`src/rtl/rtdw_pkg.sv`:
```
package rtdw_pkg;

  localparam int SQRT_STEPS = 25;
  localparam logic [14:0] MIN_SPEED = 15'd410;
  localparam logic [31:0] PI_Q29 = 32'd1686629713;

  localparam logic [2:0] REG_GAIN_LINEAR = 3'd0;
  localparam logic [2:0] REG_GAIN_ANGULAR = 3'd1;
  localparam logic [2:0] REG_SPEED_LIMIT = 3'd2;
  localparam logic [2:0] REG_TURN_LIMIT = 3'd3;
  localparam logic [2:0] REG_HEADING_TOL = 3'd4;
  localparam logic [2:0] REG_DISTANCE_TOL = 3'd5;

  typedef enum logic [1:0] {
    PH_ROTATE = 2'd0,
    PH_DRIVE = 2'd1,
    PH_REACHED = 2'd2,
    PH_CANCELED = 2'd3
  } phase_t;

  typedef struct packed {
    logic [15:0] gain_linear;
    logic [15:0] gain_angular;
    logic [14:0] speed_limit;
    logic [14:0] turn_limit;
    logic [13:0] heading_tolerance;
    logic [15:0] distance_tolerance;
  } cfg_t;

  typedef struct packed {
    logic        cancel;
    logic        zero;
    logic        far;
    logic [15:0] heading;
    logic [42:0] x;
    logic [42:0] y;
    logic [31:0] z;
    logic [49:0] nsh;
    logic [27:0] rem;
    logic [24:0] root;
  } it_t;

  function automatic logic [31:0] atan_entry(input logic [4:0] idx);
    logic [31:0] a;
    case (idx)
      5'd0: a = 32'd536870912;
      5'd1: a = 32'd316933406;
      5'd2: a = 32'd167458907;
      5'd3: a = 32'd85004756;
      5'd4: a = 32'd42667331;
      5'd5: a = 32'd21354465;
      5'd6: a = 32'd10679838;
      5'd7: a = 32'd5340245;
      5'd8: a = 32'd2670163;
      5'd9: a = 32'd1335087;
      5'd10: a = 32'd667544;
      5'd11: a = 32'd333772;
      5'd12: a = 32'd166886;
      5'd13: a = 32'd83443;
      5'd14: a = 32'd41722;
      5'd15: a = 32'd20861;
      5'd16: a = 32'd10430;
      5'd17: a = 32'd5215;
      5'd18: a = 32'd2608;
      5'd19: a = 32'd1304;
      5'd20: a = 32'd652;
      5'd21: a = 32'd326;
      5'd22: a = 32'd163;
      5'd23: a = 32'd81;
      default: a = 32'd0;
    endcase
    return a;
  endfunction

endpackage

```
`src/rtl/rtdw_iter.sv`:
```
module rtdw_iter #(
  parameter int STEP = 0,
  parameter bit ROT = 1'b1
) (
  input  logic          clk,
  input  logic          rst_n,
  input  logic          en,
  input  logic          in_valid,
  input  rtdw_pkg::it_t in_st,
  output logic          out_valid,
  output rtdw_pkg::it_t out_st
);

  logic          v_r;
  rtdw_pkg::it_t st_r;
  rtdw_pkg::it_t st_nxt;

  logic [27:0]        rem_w, trial;
  logic signed [42:0] x, y, xsh, ysh;
  logic [31:0]        a;

  assign rem_w = {in_st.rem[25:0], in_st.nsh[49:48]};
  assign trial = {1'b0, in_st.root, 2'b01};
  assign x = $signed(in_st.x);
  assign y = $signed(in_st.y);
  assign xsh = x >>> STEP;
  assign ysh = y >>> STEP;
  assign a = rtdw_pkg::atan_entry(5'(STEP));

  always_comb begin
    st_nxt = in_st;
    st_nxt.nsh = {in_st.nsh[47:0], 2'b00};
    if (rem_w >= trial) begin
      st_nxt.rem = rem_w - trial;
      st_nxt.root = {in_st.root[23:0], 1'b1};
    end else begin
      st_nxt.rem = rem_w;
      st_nxt.root = {in_st.root[23:0], 1'b0};
    end
    if (ROT) begin
      if (!y[42]) begin
        st_nxt.x = x + ysh;
        st_nxt.y = y - xsh;
        st_nxt.z = in_st.z + a;
      end else begin
        st_nxt.x = x - ysh;
        st_nxt.y = y + xsh;
        st_nxt.z = in_st.z - a;
      end
    end
  end

  always_ff @(posedge clk) begin
    if (!rst_n) begin
      v_r <= 1'b0;
    end else if (en) begin
      v_r <= in_valid;
    end
  end

  always_ff @(posedge clk) begin
    if (en) begin
      st_r <= st_nxt;
    end
  end

  assign out_valid = v_r;
  assign out_st = st_r;

endmodule

```
`config.mk`:
```
export PLATFORM = sky130hd
export DESIGN_NAME = rtdw_iter
export DESIGN_NICKNAME = d
export VERILOG_FILES = /design/src/rtl/rtdw_pkg.sv /design/src/rtl/rtdw_iter.sv
export SDC_FILE = /design/constraint.sdc
export NUM_CORES = 1
export LEC_CHECK = 0
export BUFFER_PORTS_ARGS = -buffer_cell sky130_fd_sc_hd__buf_2
export CAP_MARGIN = 0
export CORE_MARGIN = 2
export CORE_UTILIZATION = 24
export DETAILED_ROUTE_END_ITERATION = 6
export GPL_TIMING_DRIVEN = 0
export PLACE_DENSITY = 0.48
export SLEW_MARGIN = 10
export SYNTH_ARGS = -nofsm -noshare
export SYNTH_HDL_FRONTEND = slang
export SYNTH_SLANG_ARGS = --single-unit
```
`constraint.sdc`:
```
create_clock -name clk -period 2.4 [get_ports clk]
set_input_delay 0 -clock clk [delete_from_list [all_inputs] [get_ports clk]]
set_output_delay 0 -clock clk [all_outputs]
set_load 0.02 [all_outputs]
```
# Word level (Yosys, flattened, before mapping)
# Index checks and enable logic that the tools add are counted.
dict set report totals {
  regBits 239
  input_bits 244
  output_inout_bits 241
  elab_cells 20
}
dict set report classes {
  n_addsub 6
  magnitude_cmp 1
  n_mux 2
}
# operator n
set op_table {}
lappend op_table {{two-way mux 118 bit} 1}
lappend op_table {{subtractor 43 bit} 2}
lappend op_table {{two-way mux 53 bit} 1}
lappend op_table {{adder 43 bit} 1}
lappend op_table {{adder 32 x 30 -> 32 bit, second input constant} 1}
lappend op_table {{subtractor 32 x 30 -> 32 bit, second input constant} 1}
lappend op_table {{greater-or-equal comparator 28 x 27 -> 1 bit} 1}
lappend op_table {{subtractor 28 x 27 -> 28 bit} 1}

# Logic depth before layout (Yosys ltp)
dict set report logic_depth {
  word_depth 2
  depth_mapped 13
  mapped_depth_nobuf 12
}

# Least setup slack after synthesis
# Ideal clock, no wire load.
dict set report synth_path {
  path_type {input to register}
  from {in in_st[135] (netlist bit)}
  to {reg st_r (netlist bit out_st[165]) (data pin)}
  setup_ps 259
  t_arrival_ps 2314
  t_required_ps 2141
  setup_slack_ps -173
  cell_stages 12
  cell_sequence {ha_1 -> inv_1 -> fa_1 -> o21bai_1 -> o2111ai_2 -> a31oi_4 -> a2111oi_2 -> nand2b_4 -> o31a_4 -> o41ai_4 -> a22oi_1 -> xnor2_1}
}
# element line
set synth_lines {}
lappend synth_lines {{start, declared} rtdw_iter.sv:9} ;# input rtdw_pkg::it_t in_st,
lappend synth_lines {{end signal, assigned} rtdw_iter.sv:63} ;# st_r <= st_nxt;
lappend synth_lines {{end, declared} rtdw_iter.sv:15} ;# rtdw_pkg::it_t st_r;

==> impl_metrics.csv <==
group,metric,value,unit
status,status,"finished with violations",
status,violations,"hold timing, setup timing",
floorplanning,initial_core_util,24.3,%
yosys,yosysWarnings,0,
drt,dr_wl_met3,6630,um
critical_path,crit_path_top_delay_cell,"ha_1",
yosys,yosysMostFrequentCell,"edfxtp_1",
yosys,synth_top_area_cell,"edfxtp_1",
power,switching_share,36.5,%
sta,tns,-3.19,ps
floorplanning,die_y,271,um
cts,cts.sink_count,238,
critical_path,slowest_delay,380,ps
critical_path,cp_cell_sequence,"buf_2 > inv_1 > ha_1 > buf_2 > a21oi_2 > o21ai_0 > a21oi_1 > o21ai_2 > buf_4 > a2111oi_2 > nor3_1 > a21oi_1 > a21oi_2 > xnor2_2",
cts,clockBufferDepth,3,
floorplanning,dieArea,73600,sq um
drt,first_pass_iters,5,
sta,hold_violations,2,
layout,nets,2839,
power,seqPwrFrac,36.1,%
critical_path,cp_data_arrival_time,2780,ps
drt,drt-wirelength-per-cell,22.1,um
drt,vias_per_cell,4.82,
critical_path,crit_type,"primary input to flip-flop",
yosys,ys_top_cells_by_count,"237 x edfxtp_1, 194 x a21oi_1, 169 x ha_1",
drt,drt-initial-drc-count,1254,
power,p_sw,5.42,mW
cts,cts_made_buffers,28,
cts,path_clk_slew,60,ps
drt,routed_wl,74700,um
sta,period_minus_slack,2400,ps
critical_path,crit_fanout,10,
power,power,14.9,mW
yosys,synth_top_cell_area_share,41.5,%
power,clockPowerShare,27.9,%
floorplanning,die_x,271,um
grt,gr-usage-all-layers,19.3,%
drt,antenna_left,0,
yosys,yosysSeqAreaShare,41.6,%
layout,ff_latch_area,7140,sq um
power,cellPowerDensity,609,nW/um^2
critical_path,endpoint_kind,"flip-flop",
placement,place_area,20800,sq um
placement,routabilityCongestion,0.939,
grt,grt_pass1_vias,16600,
floorplanning,io_pins,485,
yosys,synth_edf_count,237,
yosys,syn-cell-area,17100,sq um
placement,pre_cts_ws,-1340,ps
yosys,synth_area_leaders,"edfxtp_1 42%, ha_1 12%, a21oi_1 5.7%, xnor2_1 4.3%, o21ai_0 3.9%",
sta,fin_ws,-3.19,ps
min_path,hold_path.class,"primary input to flip-flop",
sta,finalMaxSlewViolations,0,
floorplanning,placementRows,97,
layout,fin_area,24400,sq um
sta,fin_crit_sh,100,%
power,p_int,9.44,mW
drt,met2_length,35300,um
cts,clockRootBuffer,"clkbuf_16",
power,ir_drop,0.542,mV
drt,num_vias,16300,
sta,rsz0062_at_grt,"yes",
grt,antenna_found_initial,15,
sta,hold_slack,-239,ps
cts,insertion_delay,580,ps
grt,grt_max_degree,116,
critical_path,crit_path_start_kind,"primary input",
drt,highest_layer,"met5",
sta,finalSetupViolCount,1,
layout,synthToLayoutAreaGrowth,42.3,%
placement,dpl.hpwl,58900,um
layout,drive_gt1_share,32.3,%
sta,relSlewSlack,25.7,%
cts,cts_tree,"built",
drt,met1Wirelength,30100,um
floorplanning,core,70400,sq um
layout,fill_cells,7266,
placement,port_buffers,479,
grt,overflow,0,
critical_path,worst_ep_required_time,2780,ps
yosys,ys_seq_elements,238,
cts,cts_max_level,1,
yosys,synth_flop_cell,"edfxtp_1",
yosys,netlist_instances,1736,
layout,multi_input_area,9860,sq um
drt,remaining_drc_errors,0,
yosys,ys_async_sr_fraction,0,%
yosys,netlist-cell-type-count,97,
job,cap_violations,0,
power,p_leak,10.4,nW
sta,max_clock_freq,416,MHz
sta,skew,0,ps
grt,grt_pass1_wl,108000,um
power,p_comb_share,36.0,%
sta,worst_pin_slew,1110,ps
yosys,avgSynthCellArea,9.87,sq um
-- critical path, delay by kind of cell --
family | cells | cell delay (ps)
buffers and inverters | 4 | 580
and+or+nand+nor | 1 | 130
AOI/OAI and AO/OA | 7 | 1360
xor gates and xnor gates | 1 | 330
adders and majority gates | 1 | 380
-- flip-flops by register name, summed over array words and instances, names as in the netlist --
signal / cells
out_valid: 1
out_st: 237
-- final cells by class --
| cell class | count | share of cell area (%) |
|---|---|---|
| timing repair buffer | 657 | 17.2 |
| clock inverter | 20 | 0.672 |
| inverter | 163 | 2.55 |
| clock buffer | 32 | 2.93 |
| multi-input combinational | 1261 | 40.4 |
| antenna | 1 | 0.0103 |
| tap | 940 | 4.82 |
| buffer | 73 | 2.11 |
| sequential | 238 | 29.3 |
-- kinds of logic after synthesis --
family | after synthesis | share of synthesized area, %
xor gates and xnor gates | 102 | 5.21
buffers and inverters | 238 | 6.26
muxes | 25 | 1.51
AOI/OAI and AO/OA | 577 | 21.9
other | 1 | 0.0219
adders and majority gates | 173 | 12.8
and+or+nand+nor | 382 | 10.6
DFF | 238 | 41.6
-- cell usage in the layout (no fill, tap or decap), types with 15 or more instances in the layout --
cell type and n:
o211ai_1 15, a21oi_1 156, nand2_1 114, clkbuf_16 28
buf_4 25, xor2_1 18, nor2b_1 15, a21oi_2 39
inv_1 150, a21o_1 41, o21a_1 22, o21bai_1 28
nor3_1 29, o21ai_1 20, edfxtp_1 237, nand2b_1 17
buf_2 485, dlygate4sd3_1 156, xnor2_1 74, clkbuf_1 22
nor2_1 108, buf_6 20, o21ai_0 109, ha_1 162
mux2i_1 21, nand4_1 20
-- layer usage --
metal	track usage [%]	vias to the layer above
li1	-	7671
met1	23.3	7771
met2	33.2	708
met3	5.64	160
met4	5.97	22
met5	0	-
-- power groups by stage --
stage / Clock [mW] / Sequential [mW] / Combinational [mW]
floorplan: 0 / 6.11 / 2.15
detailed placement: 0 / 5.45 / 4.68
global route: 4.47 / 5.42 / 5.71
CTS: 4.31 / 5.38 / 5.11
global placement: 0 / 5.48 / 4.69
finish: 4.14 / 5.37 / 5.35
-- what timing repair did --
item / in CTS / in global routing
pin swaps: 17 / 35
setup buffers: 7 / 13
endpoints found under the hold margin: 206 / 3
hold buffers: 155 / 1
gates resized for setup: 88 / 158
setup endpoints to repair: 55 / 61
-- final timing paths --
check | start | slack (ps) | endpoint | cells past startpoint
worst min-delay path | in_st[102] | -240 | out_st[26] | 3
worst max-delay path | in_st[150] | -3 | out_st[218] | 14
worst min register to register | out_valid | 1060 | out_valid | 3
worst max register to register | out_valid | 1260 | out_valid | 3
-- through the flow --
step | std cells | hold slack, ps | utilization (%)
global placement | 3156 | 178 | 29.5
global route | 3384 | -255 | 34.6
floorplan | 1737 | 98.9 | -
CTS | 3372 | -319 | 33.7
detailed placement | 3158 | 178 | 29.6
finish | 3385 | -239 | 34.6
Power figures use the tool's default switching activity.
