[src/rtl/rtdw_pkg.sv]
package rtdw_pkg;

  localparam int SQRT_STEPS = 25;
  localparam logic [14:0] MIN_SPEED = 15'd410;
  localparam logic [31:0] PI_Q29 = 32'd1686629713;

  localparam logic [2:0] REG_GAIN_LINEAR = 3'd0;
  localparam logic [2:0] REG_GAIN_ANGULAR = 3'd1;
  localparam logic [2:0] REG_SPEED_LIMIT = 3'd2;
  localparam logic [2:0] REG_TURN_LIMIT = 3'd3;
  localparam logic [2:0] REG_HEADING_TOL = 3'd4;
  localparam logic [2:0] REG_DISTANCE_TOL = 3'd5;

  typedef enum logic [1:0] {
    PH_ROTATE = 2'd0,
    PH_DRIVE = 2'd1,
    PH_REACHED = 2'd2,
    PH_CANCELED = 2'd3
  } phase_t;

  typedef struct packed {
    logic [15:0] gain_linear;
    logic [15:0] gain_angular;
    logic [14:0] speed_limit;
    logic [14:0] turn_limit;
    logic [13:0] heading_tolerance;
    logic [15:0] distance_tolerance;
  } cfg_t;

  typedef struct packed {
    logic        cancel;
    logic        zero;
    logic        far;
    logic [15:0] heading;
    logic [42:0] x;
    logic [42:0] y;
    logic [31:0] z;
    logic [49:0] nsh;
    logic [27:0] rem;
    logic [24:0] root;
  } it_t;

  function automatic logic [31:0] atan_entry(input logic [4:0] idx);
    logic [31:0] a;
    case (idx)
      5'd0: a = 32'd536870912;
      5'd1: a = 32'd316933406;
      5'd2: a = 32'd167458907;
      5'd3: a = 32'd85004756;
      5'd4: a = 32'd42667331;
      5'd5: a = 32'd21354465;
      5'd6: a = 32'd10679838;
      5'd7: a = 32'd5340245;
      5'd8: a = 32'd2670163;
      5'd9: a = 32'd1335087;
      5'd10: a = 32'd667544;
      5'd11: a = 32'd333772;
      5'd12: a = 32'd166886;
      5'd13: a = 32'd83443;
      5'd14: a = 32'd41722;
      5'd15: a = 32'd20861;
      5'd16: a = 32'd10430;
      5'd17: a = 32'd5215;
      5'd18: a = 32'd2608;
      5'd19: a = 32'd1304;
      5'd20: a = 32'd652;
      5'd21: a = 32'd326;
      5'd22: a = 32'd163;
      5'd23: a = 32'd81;
      default: a = 32'd0;
    endcase
    return a;
  endfunction

endpackage

[src/rtl/rtdw_front.sv]
module rtdw_front (
  input  logic               clk,
  input  logic               rst_n,
  input  logic               en,
  input  logic               in_valid,
  input  logic [23:0]        goal_x,
  input  logic [23:0]        goal_y,
  input  logic [23:0]        pos_x,
  input  logic [23:0]        pos_y,
  input  logic [15:0]        heading,
  input  logic               cancel,
  input  rtdw_pkg::cfg_t     cfg,
  output logic               out_valid,
  output rtdw_pkg::it_t      out_st
);

  logic               v1_r, v2_r, v3_r;
  logic signed [24:0] dx_r, dy_r;
  logic [15:0]        hd1_r, hd2_r;
  logic               cn1_r, cn2_r;
  logic signed [49:0] dxx_r, dyy_r;
  logic [31:0]        tol2_r;
  logic [42:0]        xi_r, yi_r;
  logic [31:0]        zi_r;
  logic               zero_r;
  rtdw_pkg::it_t      st_r;

  logic signed [24:0] dx_nxt, dy_nxt;
  logic signed [42:0] xs, ys;
  logic [49:0]        d2;

  assign dx_nxt = $signed({goal_x[23], goal_x}) - $signed({pos_x[23], pos_x});
  assign dy_nxt = $signed({goal_y[23], goal_y}) - $signed({pos_y[23], pos_y});
  assign xs = {{2{dx_r[24]}}, dx_r, 16'b0};
  assign ys = {{2{dy_r[24]}}, dy_r, 16'b0};
  assign d2 = dxx_r + dyy_r;

  always_ff @(posedge clk) begin
    if (!rst_n) begin
      v1_r <= 1'b0;
      v2_r <= 1'b0;
      v3_r <= 1'b0;
    end else if (en) begin
      v1_r <= in_valid;
      v2_r <= v1_r;
      v3_r <= v2_r;
    end
  end

  always_ff @(posedge clk) begin
    if (en) begin
      dx_r <= dx_nxt;
      dy_r <= dy_nxt;
      hd1_r <= heading;
      cn1_r <= cancel;

      dxx_r <= dx_r * dx_r;
      dyy_r <= dy_r * dy_r;
      tol2_r <= cfg.distance_tolerance * cfg.distance_tolerance;
      hd2_r <= hd1_r;
      cn2_r <= cn1_r;
      zero_r <= (dx_r == 25'sd0) && (dy_r == 25'sd0);
      if (dx_r[24]) begin
        xi_r <= -xs;
        yi_r <= -ys;
        zi_r <= 32'h8000_0000;
      end else begin
        xi_r <= xs;
        yi_r <= ys;
        zi_r <= 32'h0;
      end

      st_r.cancel <= cn2_r;
      st_r.zero <= zero_r;
      st_r.far <= d2 > {18'b0, tol2_r};
      st_r.heading <= hd2_r;
      st_r.x <= xi_r;
      st_r.y <= yi_r;
      st_r.z <= zi_r;
      st_r.nsh <= d2;
      st_r.rem <= '0;
      st_r.root <= '0;
    end
  end

  assign out_valid = v3_r;
  assign out_st = st_r;

endmodule

[config.mk]
export PLATFORM = sky130hd
export DESIGN_NAME = rtdw_front
export DESIGN_NICKNAME = d
export VERILOG_FILES = /design/src/rtl/rtdw_pkg.sv /design/src/rtl/rtdw_front.sv
export SDC_FILE = /design/constraint.sdc
export NUM_CORES = 2
export LEC_CHECK = 0
export CAP_MARGIN = 0
export CORE_ASPECT_RATIO = 0.9
export CORE_MARGIN = 5
export CORE_UTILIZATION = 50
export CTS_BUF_LIST = sky130_fd_sc_hd__clkbuf_16
export DETAILED_ROUTE_END_ITERATION = 7
export DONT_BUFFER_PORTS = 1
export GPL_ROUTABILITY_DRIVEN = 1
export PLACE_DENSITY = 0.77
export SLEW_MARGIN = 0
export SYNTH_ARGS = -nofsm -noshare
export SYNTH_HDL_FRONTEND = slang
export SYNTH_SLANG_ARGS = --single-unit
[constraint.sdc]
create_clock -name clk -period 21.6 [get_ports clk]
set_input_delay 0 -clock clk [delete_from_list [all_inputs] [get_ports clk]]
set_output_delay 0 -clock clk [all_outputs]
set_load 0.02 [all_outputs]
-- Yosys cells after proc, flatten, opt, wreduce, memory -nomap -nowiden
Index checks and enable logic that the tools add are counted.
- word-level logic and storage cells: 41
- output and inout bits: 241
- register bits after elaboration: 525
- bits of input ports: 209
- reductions and logical operators: 3
- multiply operators: 3
- magnitude comparators: 1
- $add $sub $neg: 5
- muxes and demuxes: 3
- operators with widths (cell ; count):
    $mul 25x25->50 ; 2
    $neg 41->43 ; 2
    $add 50x50->50 ; 1
    $gt 50x32->1 ; 1
    $logic_not 25->1 ; 2
    $sub 24x24->25 ; 2
    $mux 43 ; 1
    $mux 40 ; 1
    $mul 16x16->32 ; 1
    $mux 32 ; 1
    $logic_and 1x1->1 ; 1

-- Longest topological paths before layout
- depth after elaboration: 2
- gate-level depth with buffers: 31
- mapped depth without buffers: 29

-- Worst setup path after synthesis
No wires, ideal clock.
- path type: reg2reg
- start point: reg dy_r[18]
- end point: reg dyy_r[48], data pin
- path buffers: 2
- stages on the path, launching flop included: 29
- required time: 21342 ps
- library setup time: 258 ps
- clock period less this slack: 7820 ps
- data arrival time: 7563 ps
- setup slack: 13780 ps
- cell sequence: edfxtp_1 clkbuf_1 clkbuf_1 nand2_1 fa_1 inv_1 fa_1 inv_1 fa_1 fa_1 inv_1 fa_1 fa_1 inv_1 fa_1 inv_1 ha_1 a21o_1 a21o_1 a21o_1 a2111oi_0 a21oi_1 a31o_1 a211oi_2 o31ai_1 o41a_1 a41o_1 a21oi_1 xnor2_1
- cells in the longest elaborated chain, start to end: 1
- RTL lines (element ; RTL line ; RTL):
    start: declaration ; rtdw_front.sv:18 ; logic signed [24:0] dx_r, dy_r;
    start signal: assignment ; rtdw_front.sv:53 ; dy_r <= dy_nxt;
    $mul 25x25->50 ; rtdw_front.sv:58 ; dyy_r <= dy_r * dy_r;
    end signal: assignment ; rtdw_front.sv:58 ;
    end: declaration ; rtdw_front.sv:21 ; logic signed [49:0] dxx_r, dyy_r;
No other way between the ends.
A chain may end at the register's enable or synchronous reset.

-- Worst setup path in the final report
- start point: reg dy_r[4]
- end point: reg dyy_r[49], data pin
The elaborated chain is that of the path after synthesis.

==> flow_summary.toml <==
[worst_setup_path]
endpoint_kind = "register"
critPathMaxStageDelay_ps = 680
critical-path-slowest-cell = "o21ai_0"
path_buf_inv = 6
critical-path-top-delay-family = "adder cells"
arrival_ps = 10040
cpMostUsedCell = "fa_1"
critPathLaunchType = "register"
ff2ff_path_depth = 27
r2r_slack_ps = 11930
r2r_end = "dyy_r[49]"
crit_type = "register to register"
r2r-start = "dy_r[4]"
worstPathMaxFanout = 23
cp_data_required_time_ps = 21970

[drt]
drc = 0
via_count = 45300
first_pass_iters = 7
wl_per_cell_um = 19.4
drt-total-wl_um = 164000
drt_iter0_markers = 3327
post_drt_via_cell_ratio = 5.38
ant_nets = 0

[placed_design]
io_buffers = 0
dp_hpwl_um = 126000
dp.cells = 8177
gp_congestion = 0.927

[logic_synthesis]
avgSynthCellArea_um2 = 10.2
synth_edf_count = 391
synth-async-reset-ratio_pct = 0
synth_area_um2 = 67000
yosysWarnings = 0
synthMostInstantiatedCell = "inv_1"
ys_seq_area_share_pct = 17.6
synth.distinct_cells = 90
yosysTopAreaCell = "fa_1"
syn_inst = 6553
synth_flop_cell = "edfxtp_1"
synth_common_cells = "inv_1, fa_1, ha_1"
synth_area_leaders = "fa_1, edfxtp_1, ha_1"
synth-seq-cells = 394
synth_top_area_share_pct = 41.2

[timing]
worst_slew_pin_slew_ps = 1250
rsz0062_at_grt = "false"
maxSlewViolCount = 0
setup_tns_ps = 0
max_freq_ghz = 0.103
period_needed_ps = 9670
finalCritPeriodShare_pct = 44.8
fin_skew_ps = 22.6
hold_viol_final = 0
relSlewSlack_pct = 16.0
setup_viol = 0

[cts]
cts_resized = 0
cts.sinks = 394
cts_tree = "yes"
clk_path_buf_depth = 3
cts_root_buf = "clkbuf_16"
numCtsBuffers = 44
cts.htree.levels = 2
clk_pin_slew_ps = 70
clk_latency_ps = 630

[finish]
area_growth_pct = 7.24
drive_above_1_share_pct = 2.81
seq_area_um2 = 11800
final_nets = 8778
nFillCells = 11200
final_cells = 8433
multi_input_area_um2 = 47500

[die]
initial_core_util_pct = 50.3
core_region_area_um2 = 133000
fp.dieH_um = 357
rows = 127
die_w_um = 396
ioPinCount = 450
dieArea_um2 = 141000

[global_route]
antenna_found_initial = 5
overflow = 0
grt_pass1_vias = 50400
grt_max_degree = 394
grt_use_met2_pct = 40.0
grt_most_used_layer = "met2"
grt_util_all_layers_pct = 23.8
use_met1_pct = 30.9
grtUsageMet3_pct = 5.85
grt_pass1_wl_um = 266000

[status]
run_status = "finished, final reports clean"

[worst_hold_path]
min_from = "heading[7]"
holdPathStages = 1
hp-class = "input pin to register"
hold_end = "hd1_r[7]"

[flow_run]
drv_cap = 0
## placed cells by master (no fill, tap or decap), drive strengths merged, types with 14 or more instances in the layout
master	synthesis	routed
nor2b	49	49
a21oi	186	186
nand2b	36	36
a31oi	27	27
o31ai	15	15
and3	26	26
edfxtp	391	391
ha	534	534
nand4	20	20
nor2	233	233
a21o	103	103
and2	256	256
conb	1	118
buf	127	57
a211oi	14	14
clkinv	7	23
nor3	34	34
nand3	48	48
xor2	80	80
xnor2	209	209
dlygate4sd3	0	170
clkbuf	161	46
or3	16	16
o211ai	16	16
inv	1758	1769
o21ai	108	108
a21boi	15	15
fa	1380	1380
nand2	507	507
o21a	29	29
or2	18	18
o21bai	25	25
## layer usage
metal	wire length (um)	vias to the layer above
met4	5020	0
met1	63200	23200
met3	16800	342
met2	78600	1983
met5	0	-
li1	-	19800
## kinds of logic (layout without fill, tap and decap cells)
group / Yosys count / in the layout / synth area share (%)
XOR/XNOR: 289 / 289 / 3.78
adder cells (fa/ha/maj): 1914 / 1914 / 51.2
flip-flops: 394 / 394 / 17.6
multiplexers: 9 / 9 / 0.140
buffers and inverters: 2053 / 2074 / 12.1
AO/OA/AOI/OAI: 617 / 617 / 6.06
AND/OR/NAND/NOR: 1276 / 1276 / 9.08
other: 1 / 119 / 0.00559
## repair_timing
| action | 4_1_cts | 5_1_grt |
|---|---|---|
| endpoints found under the setup margin | 0 | 0 |
| setup buffers | 0 | 0 |
| hold buffers | 170 | 1 |
| endpoints found under the hold margin | 465 | 101 |
## how the worst max path moves through the flow
stage	slack, ps	cells past startpoint	from	endpoint
CTS	12200	27	dy_r[4]	dyy_r[49]
detailed placement	12250	27	dy_r[4]	dyy_r[49]
global placement	12340	27	dy_r[4]	dyy_r[49]
finish	11930	27	dy_r[4]	dyy_r[49]
global route	11740	27	dy_r[4]	dyy_r[49]
floorplan	13780	28	dy_r[18]	dyy_r[48]
## layout make-up
class,instances,share of cell area [%]
tap,1741,3.03
clock inverter,36,0.573
multi-input combinational,4223,66.1
clock buffer,46,1.60
antenna,1,0.00348
inverter,1765,9.22
timing repair buffer,227,3.05
sequential,394,16.4
## worst register-to-register path, stage by stage, from the launching register on
cell and delay [ps]:
edfxtp_1 350, buf_4 380, clkinv_1 680, nor2_1 450
fa_1 510, fa_1 500, inv_1 60, fa_1 540
inv_1 60, fa_1 400, fa_1 470, fa_1 550
inv_1 50, fa_1 470, inv_1 40, ha_1 350
a21oi_1 160, o21ai_0 160, a221o_1 350, a311o_1 340
o21ai_0 680, a31oi_1 300, o31ai_1 450, nor2_1 120
a2111oi_2 470, o21ai_0 190, a21oi_1 220, xnor2_1 90
## state kept, by name (all words and copies together), names as in the netlist, 25 cells and up
signal / count
dxx_r: 49
yi_r: 26
dx_r: 25
dy_r: 25
xi_r: 26
tol2_r: 31
dyy_r: 49
out_st: 124
## metrics by stage
step	util, %	setup slack [ps]	hold WS, ps	instance area [um^2]
5_1_grt	54.0	11740	2.02	71900
6_report	54.0	11930	31.9	71900
2_1_floorplan	-	13780	98.9	67500
3_3_place_gp	51.5	12340	99.1	68500
4_1_cts	53.9	12200	0.155	71800
3_5_place_dp	51.5	12250	99.0	68500
Power is not shown: default switching activity piles up to over one toggle a cycle in this logic, so the estimate is an artifact.
