## src/rtl/rtdw_pkg.sv

```systemverilog
package rtdw_pkg;

  localparam int SQRT_STEPS = 25;
  localparam logic [14:0] MIN_SPEED = 15'd410;
  localparam logic [31:0] PI_Q29 = 32'd1686629713;

  localparam logic [2:0] REG_GAIN_LINEAR = 3'd0;
  localparam logic [2:0] REG_GAIN_ANGULAR = 3'd1;
  localparam logic [2:0] REG_SPEED_LIMIT = 3'd2;
  localparam logic [2:0] REG_TURN_LIMIT = 3'd3;
  localparam logic [2:0] REG_HEADING_TOL = 3'd4;
  localparam logic [2:0] REG_DISTANCE_TOL = 3'd5;

  typedef enum logic [1:0] {
    PH_ROTATE = 2'd0,
    PH_DRIVE = 2'd1,
    PH_REACHED = 2'd2,
    PH_CANCELED = 2'd3
  } phase_t;

  typedef struct packed {
    logic [15:0] gain_linear;
    logic [15:0] gain_angular;
    logic [14:0] speed_limit;
    logic [14:0] turn_limit;
    logic [13:0] heading_tolerance;
    logic [15:0] distance_tolerance;
  } cfg_t;

  typedef struct packed {
    logic        cancel;
    logic        zero;
    logic        far;
    logic [15:0] heading;
    logic [42:0] x;
    logic [42:0] y;
    logic [31:0] z;
    logic [49:0] nsh;
    logic [27:0] rem;
    logic [24:0] root;
  } it_t;

  function automatic logic [31:0] atan_entry(input logic [4:0] idx);
    logic [31:0] a;
    case (idx)
      5'd0: a = 32'd536870912;
      5'd1: a = 32'd316933406;
      5'd2: a = 32'd167458907;
      5'd3: a = 32'd85004756;
      5'd4: a = 32'd42667331;
      5'd5: a = 32'd21354465;
      5'd6: a = 32'd10679838;
      5'd7: a = 32'd5340245;
      5'd8: a = 32'd2670163;
      5'd9: a = 32'd1335087;
      5'd10: a = 32'd667544;
      5'd11: a = 32'd333772;
      5'd12: a = 32'd166886;
      5'd13: a = 32'd83443;
      5'd14: a = 32'd41722;
      5'd15: a = 32'd20861;
      5'd16: a = 32'd10430;
      5'd17: a = 32'd5215;
      5'd18: a = 32'd2608;
      5'd19: a = 32'd1304;
      5'd20: a = 32'd652;
      5'd21: a = 32'd326;
      5'd22: a = 32'd163;
      5'd23: a = 32'd81;
      default: a = 32'd0;
    endcase
    return a;
  endfunction

endpackage

```

## src/rtl/rtdw_back.sv

```systemverilog
module rtdw_back (
  input  logic           clk,
  input  logic           rst_n,
  input  logic           en,
  input  logic           in_valid,
  input  rtdw_pkg::it_t  in_st,
  input  rtdw_pkg::cfg_t cfg,
  output logic           out_valid,
  output logic [14:0]    forward_speed,
  output logic [15:0]    turn_rate,
  output logic [1:0]     phase
);

  logic        v1_r, v2_r, v3_r, v4_r;
  logic        cn1_r, cn2_r, cn3_r;
  logic        rot1_r, rot2_r, rot3_r;
  logic        far1_r, far2_r, far3_r;
  logic        neg1_r, neg2_r, neg3_r;
  logic [24:0] dist_r;
  logic [15:0] mag_r;
  logic [31:0] p1_r;
  logic [40:0] sp_r;
  logic [63:0] p2_r;
  logic [14:0] spd_r;
  logic [14:0] fs_r;
  logic [15:0] tr_r;
  logic [1:0]  ph_r;

  logic [15:0] b, err, mag;
  logic [31:0] zr;
  logic [40:0] sp_sum;
  logic [28:0] s;
  logic [14:0] spd_nxt;
  logic [19:0] q;
  logic [14:0] qc;

  assign zr = in_st.z + 32'h0000_8000;
  assign b = in_st.zero ? 16'h0 : zr[31:16];
  assign err = b - in_st.heading;
  assign mag = err[15] ? (16'h0 - err) : err;

  assign sp_sum = sp_r + 41'd2048;
  assign s = sp_sum[40:12];
  always_comb begin
    if (s > {14'b0, cfg.speed_limit}) begin
      spd_nxt = cfg.speed_limit;
    end else begin
      spd_nxt = s[14:0];
    end
    if (spd_nxt < rtdw_pkg::MIN_SPEED) begin
      spd_nxt = rtdw_pkg::MIN_SPEED;
    end
  end

  assign q = p2_r[63:44] + {19'b0, p2_r[43]};
  assign qc = (q > {5'b0, cfg.turn_limit}) ? cfg.turn_limit : q[14:0];

  always_ff @(posedge clk) begin
    if (!rst_n) begin
      v1_r <= 1'b0;
      v2_r <= 1'b0;
      v3_r <= 1'b0;
      v4_r <= 1'b0;
    end else if (en) begin
      v1_r <= in_valid;
      v2_r <= v1_r;
      v3_r <= v2_r;
      v4_r <= v3_r;
    end
  end

  always_ff @(posedge clk) begin
    if (en) begin
      cn1_r <= in_st.cancel;
      far1_r <= in_st.far;
      neg1_r <= err[15];
      rot1_r <= mag > {2'b0, cfg.heading_tolerance};
      mag_r <= mag;
      dist_r <= in_st.root + {24'b0, (in_st.rem > {3'b0, in_st.root})};

      cn2_r <= cn1_r;
      far2_r <= far1_r;
      neg2_r <= neg1_r;
      rot2_r <= rot1_r;
      p1_r <= cfg.gain_angular * mag_r;
      sp_r <= cfg.gain_linear * dist_r;

      cn3_r <= cn2_r;
      far3_r <= far2_r;
      neg3_r <= neg2_r;
      rot3_r <= rot2_r;
      p2_r <= p1_r * rtdw_pkg::PI_Q29;
      spd_r <= spd_nxt;

      if (cn3_r) begin
        fs_r <= '0;
        tr_r <= '0;
        ph_r <= rtdw_pkg::PH_CANCELED;
      end else if (rot3_r) begin
        fs_r <= '0;
        tr_r <= neg3_r ? (16'h0 - {1'b0, qc}) : {1'b0, qc};
        ph_r <= rtdw_pkg::PH_ROTATE;
      end else if (far3_r) begin
        fs_r <= spd_r;
        tr_r <= '0;
        ph_r <= rtdw_pkg::PH_DRIVE;
      end else begin
        fs_r <= '0;
        tr_r <= '0;
        ph_r <= rtdw_pkg::PH_REACHED;
      end
    end
  end

  assign out_valid = v4_r;
  assign forward_speed = fs_r;
  assign turn_rate = tr_r;
  assign phase = ph_r;

endmodule

```

## config.mk

```make
export PLATFORM = sky130hd
export DESIGN_NAME = rtdw_back
export DESIGN_NICKNAME = d
export VERILOG_FILES = /design/src/rtl/rtdw_pkg.sv /design/src/rtl/rtdw_back.sv
export SDC_FILE = /design/constraint.sdc
export NUM_CORES = 2
export LEC_CHECK = 0
export ABC_AREA = 1
export BUFFER_PORTS_ARGS = -buffer_cell sky130_fd_sc_hd__buf_4
export CAP_MARGIN = 20
export CORE_ASPECT_RATIO = 0.6
export CORE_MARGIN = 1.5
export CORE_UTILIZATION = 50
export DETAILED_ROUTE_END_ITERATION = 12
export GPL_TIMING_DRIVEN = 0
export PLACE_DENSITY = 0.78
export REMOVE_ABC_BUFFERS = 1
export SLEW_MARGIN = 20
export SYNTH_ARGS = -nofsm -noshare
export SYNTH_HDL_FRONTEND = slang
export SYNTH_SLANG_ARGS = --single-unit
```

## constraint.sdc

```tcl
create_clock -name clk -period 15.4 [get_ports clk]
set_clock_uncertainty 0.15 [all_clocks]
set_input_delay 0 -clock clk [delete_from_list [all_inputs] [get_ports clk]]
set_output_delay 0 -clock clk [all_outputs]
set_load 0.005 [all_outputs]
```

; ---- Yosys cells after proc, flatten, opt, wreduce, memory -nomap -nowiden
; Cells that the tools add are included.
[totals]
regBits = 241
inputBits = 336
wordCells = 54
[op_classes]
addsub = 7
n_mul = 3
n_lt_le_gt_ge = 5
muxes = 7
n_bitwise = 3
reduce_logical = 3
[ops]
columns = cell, count
row1 = $mul A32 B31 Y63 const B, 1
row2 = $mux W15, 3
row3 = $add A41 B12 Y41 const B, 1
row4 = $mul A16 B25 Y41, 1
row5 = $add A32 B16 Y32 const B, 1
row6 = $mul A16 B16 Y32, 1
row7 = $mux W16, 2
row8 = $gt A29 B15 Y1, 1
row9 = $gt A28 B25 Y1, 1
row10 = $add A25 B1 Y25, 1
row11 = $add A19 B1 Y20, 1
row12 = $gt A20 B15 Y1, 1
row13 = $gt A16 B14 Y1, 1
row14 = $sub A1 B15 Y16 const A, 1
row15 = $sub A1 B16 Y16 const A, 1
row16 = $sub A16 B16 Y16, 1
row17 = $lt A15 B9 Y1 const B, 1
row18 = $reduce_or A3 Y1, 2
row19 = $mux W2, 2
row20 = $not A1 Y1, 3
row21 = $reduce_or A2 Y1, 1

; ---- Depth between registers and ports, before layout
[depth]
word_depth = 6
mapped_depth = 33

; ---- Worst setup path before layout
; OpenSTA, ideal clock, no wires.
[synth_timing]
kind = reg2reg
from = reg p1_r[27]
to = reg p2_r[58], data pin
t_arrival_ns = 5.933
required_time_ns = 14.998
path_slack_ns = 9.065
stages_incl_launch_ff = 24
cell_sequence = edfxtp_1 > inv_1 > fa_1 > fa_1 > inv_1 > fa_1 > ha_1 > fa_1 > fa_1 > fa_1 > ha_1 > ha_1 > nand2_1 > nor2_1 > inv_1 > nor2_1 > inv_1 > nor4_1 > nand3_1 > o2111a_1 > o21ai_0 > a21boi_0 > nand3_1 > nand2_1
[synth_between]
elab_chain_len = 1
[synth_lines]
columns = element, line
row1 = start: declaration, rtdw_back.sv:21  ; logic [31:0] p1_r;
row2 = start signal: assignment, rtdw_back.sv:85  ; p1_r <= cfg.gain_angular * mag_r;
row3 = $mul A32 B31 Y63, rtdw_back.sv:92  ; p2_r <= p1_r * rtdw_pkg::PI_Q29;
row4 = end signal: assignment, rtdw_back.sv:92
row5 = end: declaration, rtdw_back.sv:23  ; logic [63:0] p2_r;
; No other way between the ends.
; A chain may end at the register's enable or synchronous reset.

; ---- Final worst setup path
[layout_timing]
from = reg dist_r[13]
to = reg sp_r[36], data pin
[layout_between]
elab_chain_len = 1
[layout_lines]
columns = element, line
row1 = start: declaration, rtdw_back.sv:19  ; logic [24:0] dist_r;
row2 = start signal: assignment, rtdw_back.sv:79  ; dist_r <= in_st.root + {24'b0, (in_st.rem > {3'b0, in_st.root})};
row3 = $mul A16 B25 Y41, rtdw_back.sv:86  ; sp_r <= cfg.gain_linear * dist_r;
row4 = end signal: assignment, rtdw_back.sv:86
row5 = end: declaration, rtdw_back.sv:22  ; logic [40:0] sp_r;
; No other way between the ends.

==> flow_summary.toml <==
[cts]
h-tree-depth = 4
cts_resized = 0
cts_inserted_buffers = 17
cts_sinks = 187
cts_tree = "done"
clk_pin_slew_ps = 80
root_buffer = "clkbuf_16"
insertion_delay_ps = 530
cts_buffer_depth = 2

[worst_setup_path]
crit_top_cell = "fa_1"
crit_path_max_incr_delay_ps = 890
crit_arrival_ps = 7760
crit_buf_inv = 5
cp-start-kind = "flip-flop"
cpMaxStageDelayCell = "edfxtp_1"
crit_fanout = 16
endpoint_kind = "flip-flop"
required_ps = 15530
crit_type = "flip-flop to flip-flop"
critical-path-top-delay-family = "adder cells"
cp_cell_sequence = "nand2_1 > fa_1 > inv_1 > fa_1 > inv_1 > fa_1 > inv_1 > fa_1 > fa_1 > inv_1 > fa_1 > inv_1 > ha_1 > a21oi_1 > o21ai_0 > a21oi_1 > nand3_1 > nand3_1 > o2111ai_1 > a21oi_1 > o21ai_0 > xor2_1"

[drt]
firstDrtPassIters = 7
wl_per_cell_um = 18.0
post-route-drc-count = 0
via_per_inst = 5.24
wirelength_um = 131000
dr.first_iter.drc_count = 3674
vias = 38353
ant_nets = 0

[timing]
fin_hold_ws_ps = 7.10
hold_violations = 0
fmax_mhz = 131
setup_violations = 0
tightest_slew_ps = 977
rsz0062_at_grt = "false"
min_period_over_period = 0.496
drv_slew = 0
fin_tns_setup_ps = 0
finalCriticalPeriod_ps = 7640
max_slew_margin = 0.346

[logic_synthesis]
synth_top_area_frac = 0.351
syn_avg_cell_area_um2 = 8.40
ys_ff_latch = 187
yosysMostFrequentCell = "inv_1"
syn_inst = 5863
ys_async_sr_fraction = 0
synth_cell_type_count = 57
synthTopCellsByArea = "fa_1, ha_1, inv_1"
synthTopCellsByCount = "inv_1, nand2_1, fa_1"
syn_area_um2 = 49200
yosysSeqAreaShare = 0.113
yosysWarnings = 0
synth_top_cell_by_area = "fa_1"
synth_edf_count = 183
synthFlopType = "edfxtp_1"

[final_layout]
final-seq-area_um2 = 5580
final_nets = 7878
drive_gt1_frac = 0.0469
fin_area_um2 = 53200
layout.cells.non_filler = 7319
fill_cells = 8661
multiInputGateArea_um2 = 36700
layout-area-overhead-vs-synth_pct = 8.06

[floorplanning]
fp.dieH_um = 246
die_x_um = 408
io_pins = 370
core-area_um2 = 96800
dieArea_um2 = 100000
rows = 88
initial_core_util = 0.509

[placed_design]
dp.cells = 7203
place_congestion = 1.06
hpwl_um = 112000
dpl_cell_area_um2 = 51800
portBuffers = 202

[grt]
overflow = 0
grt_pass1_vias = 39270
grt_pass1_wl_um = 211000
grt_use_total = 0.269
grt_max_degree = 89
antenna_found_initial = 1

[flow_run]
max-cap-violations = 0

[outcome]
status = "completed"

[worst_hold_path]
hold_path_class = "input port to flip-flop"
cells in the final DEF, fill, tap and decap left out, drive strengths merged, types with 5 or more instances in the layout:
master | netlist | layout
xor2 | 126 | 126
a21o | 20 | 20
a21oi | 227 | 227
o221ai | 5 | 5
inv | 1685 | 1692
clkbuf | 163 | 17
o21bai | 10 | 10
nor2 | 288 | 288
buf | 6 | 204
nand4 | 48 | 48
o31ai | 7 | 7
nor3 | 47 | 47
nor4 | 16 | 16
ha | 680 | 680
clkinv | 1 | 8
o21a | 15 | 15
o21ai | 143 | 143
a21boi | 11 | 11
o211ai | 6 | 6
xnor2 | 51 | 51
a31oi | 16 | 16
dlygate4sd3 | 0 | 83
edfxtp | 183 | 183
nand2 | 1120 | 1120
fa | 862 | 862
nand3 | 94 | 94
a221oi | 5 | 5
area by class of cell:
cell class                      count  area share
Multi-Input combinational cell   3821       0.689
Inverter                         1686       0.119
Sequential cell                   187       0.105
Timing Repair Buffer              287      0.0453
Tap cell                         1305      0.0307
Clock buffer                       17     0.00800
Clock inverter                     15     0.00292
Antenna cell                        1   0.0000470
flip-flops by register name (all words and copies together) (netlist names), 2 cells and up:
signal         flops
dist_r            25
forward_speed     15
mag_r             16
p1_r              32
p2_r              20
phase              2
sp_r              30
spd_r             15
turn_rate         16
final timing paths:
kind	from	end	slack, ps	cells after the start
worst max-delay path	dist_r[13]	sp_r[36]	7760	22
worst min-delay path	cfg[16]	rot1_r	7	5
worst max register to register	dist_r[13]	sp_r[36]	7760	22
worst min register to register	rot2_r	rot3_r	270	0
kinds of logic (layout without fill, tap and decap cells):
group,Yosys count,in the layout,synth area share
flops,187,187,0.113
compound gates,480,480,0.0554
simple gates,1622,1622,0.135
fa+ha+maj,1542,1542,0.523
buf+inv,1855,2005,0.142
other cells,0,1,0
xor+xnor,177,177,0.0315
worst reg2reg max path, stage by stage, from the launching register on:
cell       delay [ps]
edfxtp_1          890
nand2_1           190
fa_1              580
inv_1              60
fa_1              530
inv_1              50
fa_1              510
inv_1              50
fa_1              480
fa_1              560
inv_1              60
fa_1              540
inv_1              50
ha_1              370
a21oi_1           300
o21ai_0           190
a21oi_1           310
nand3_1           320
nand3_1           200
o2111ai_1         240
a21oi_1           410
o21ai_0           170
xor2_1            170
layer usage:
metal	vias to the layer above	track usage	share of wire
met3	143	0.0767	0.12
met2	1643	0.380	0.41
met5	-	0.00814	0.00084
li1	17816	-	-
met1	18749	0.405	0.46
met4	2	0.0585	0.016
stage by stage:
| step | util | worst slack (ps) |
|---|---|---|
| after global placement | 0.534 | 8110 |
| final | 0.550 | 7760 |
| after detailed placement | 0.535 | 8010 |
| after global routing | 0.550 | 7480 |
| after floorplan | - | 9060 |
| after CTS | 0.550 | 8000 |
timing repair:
item | in CTS | in global routing
setup endpoints to repair | 0 | 0
hold buffers | 83 | 0
setup buffers | 0 | 0
endpoints found under the hold margin | 122 | 0
Power is not shown: default switching activity piles up to over one toggle a cycle in this logic, so the estimate is an artifact.
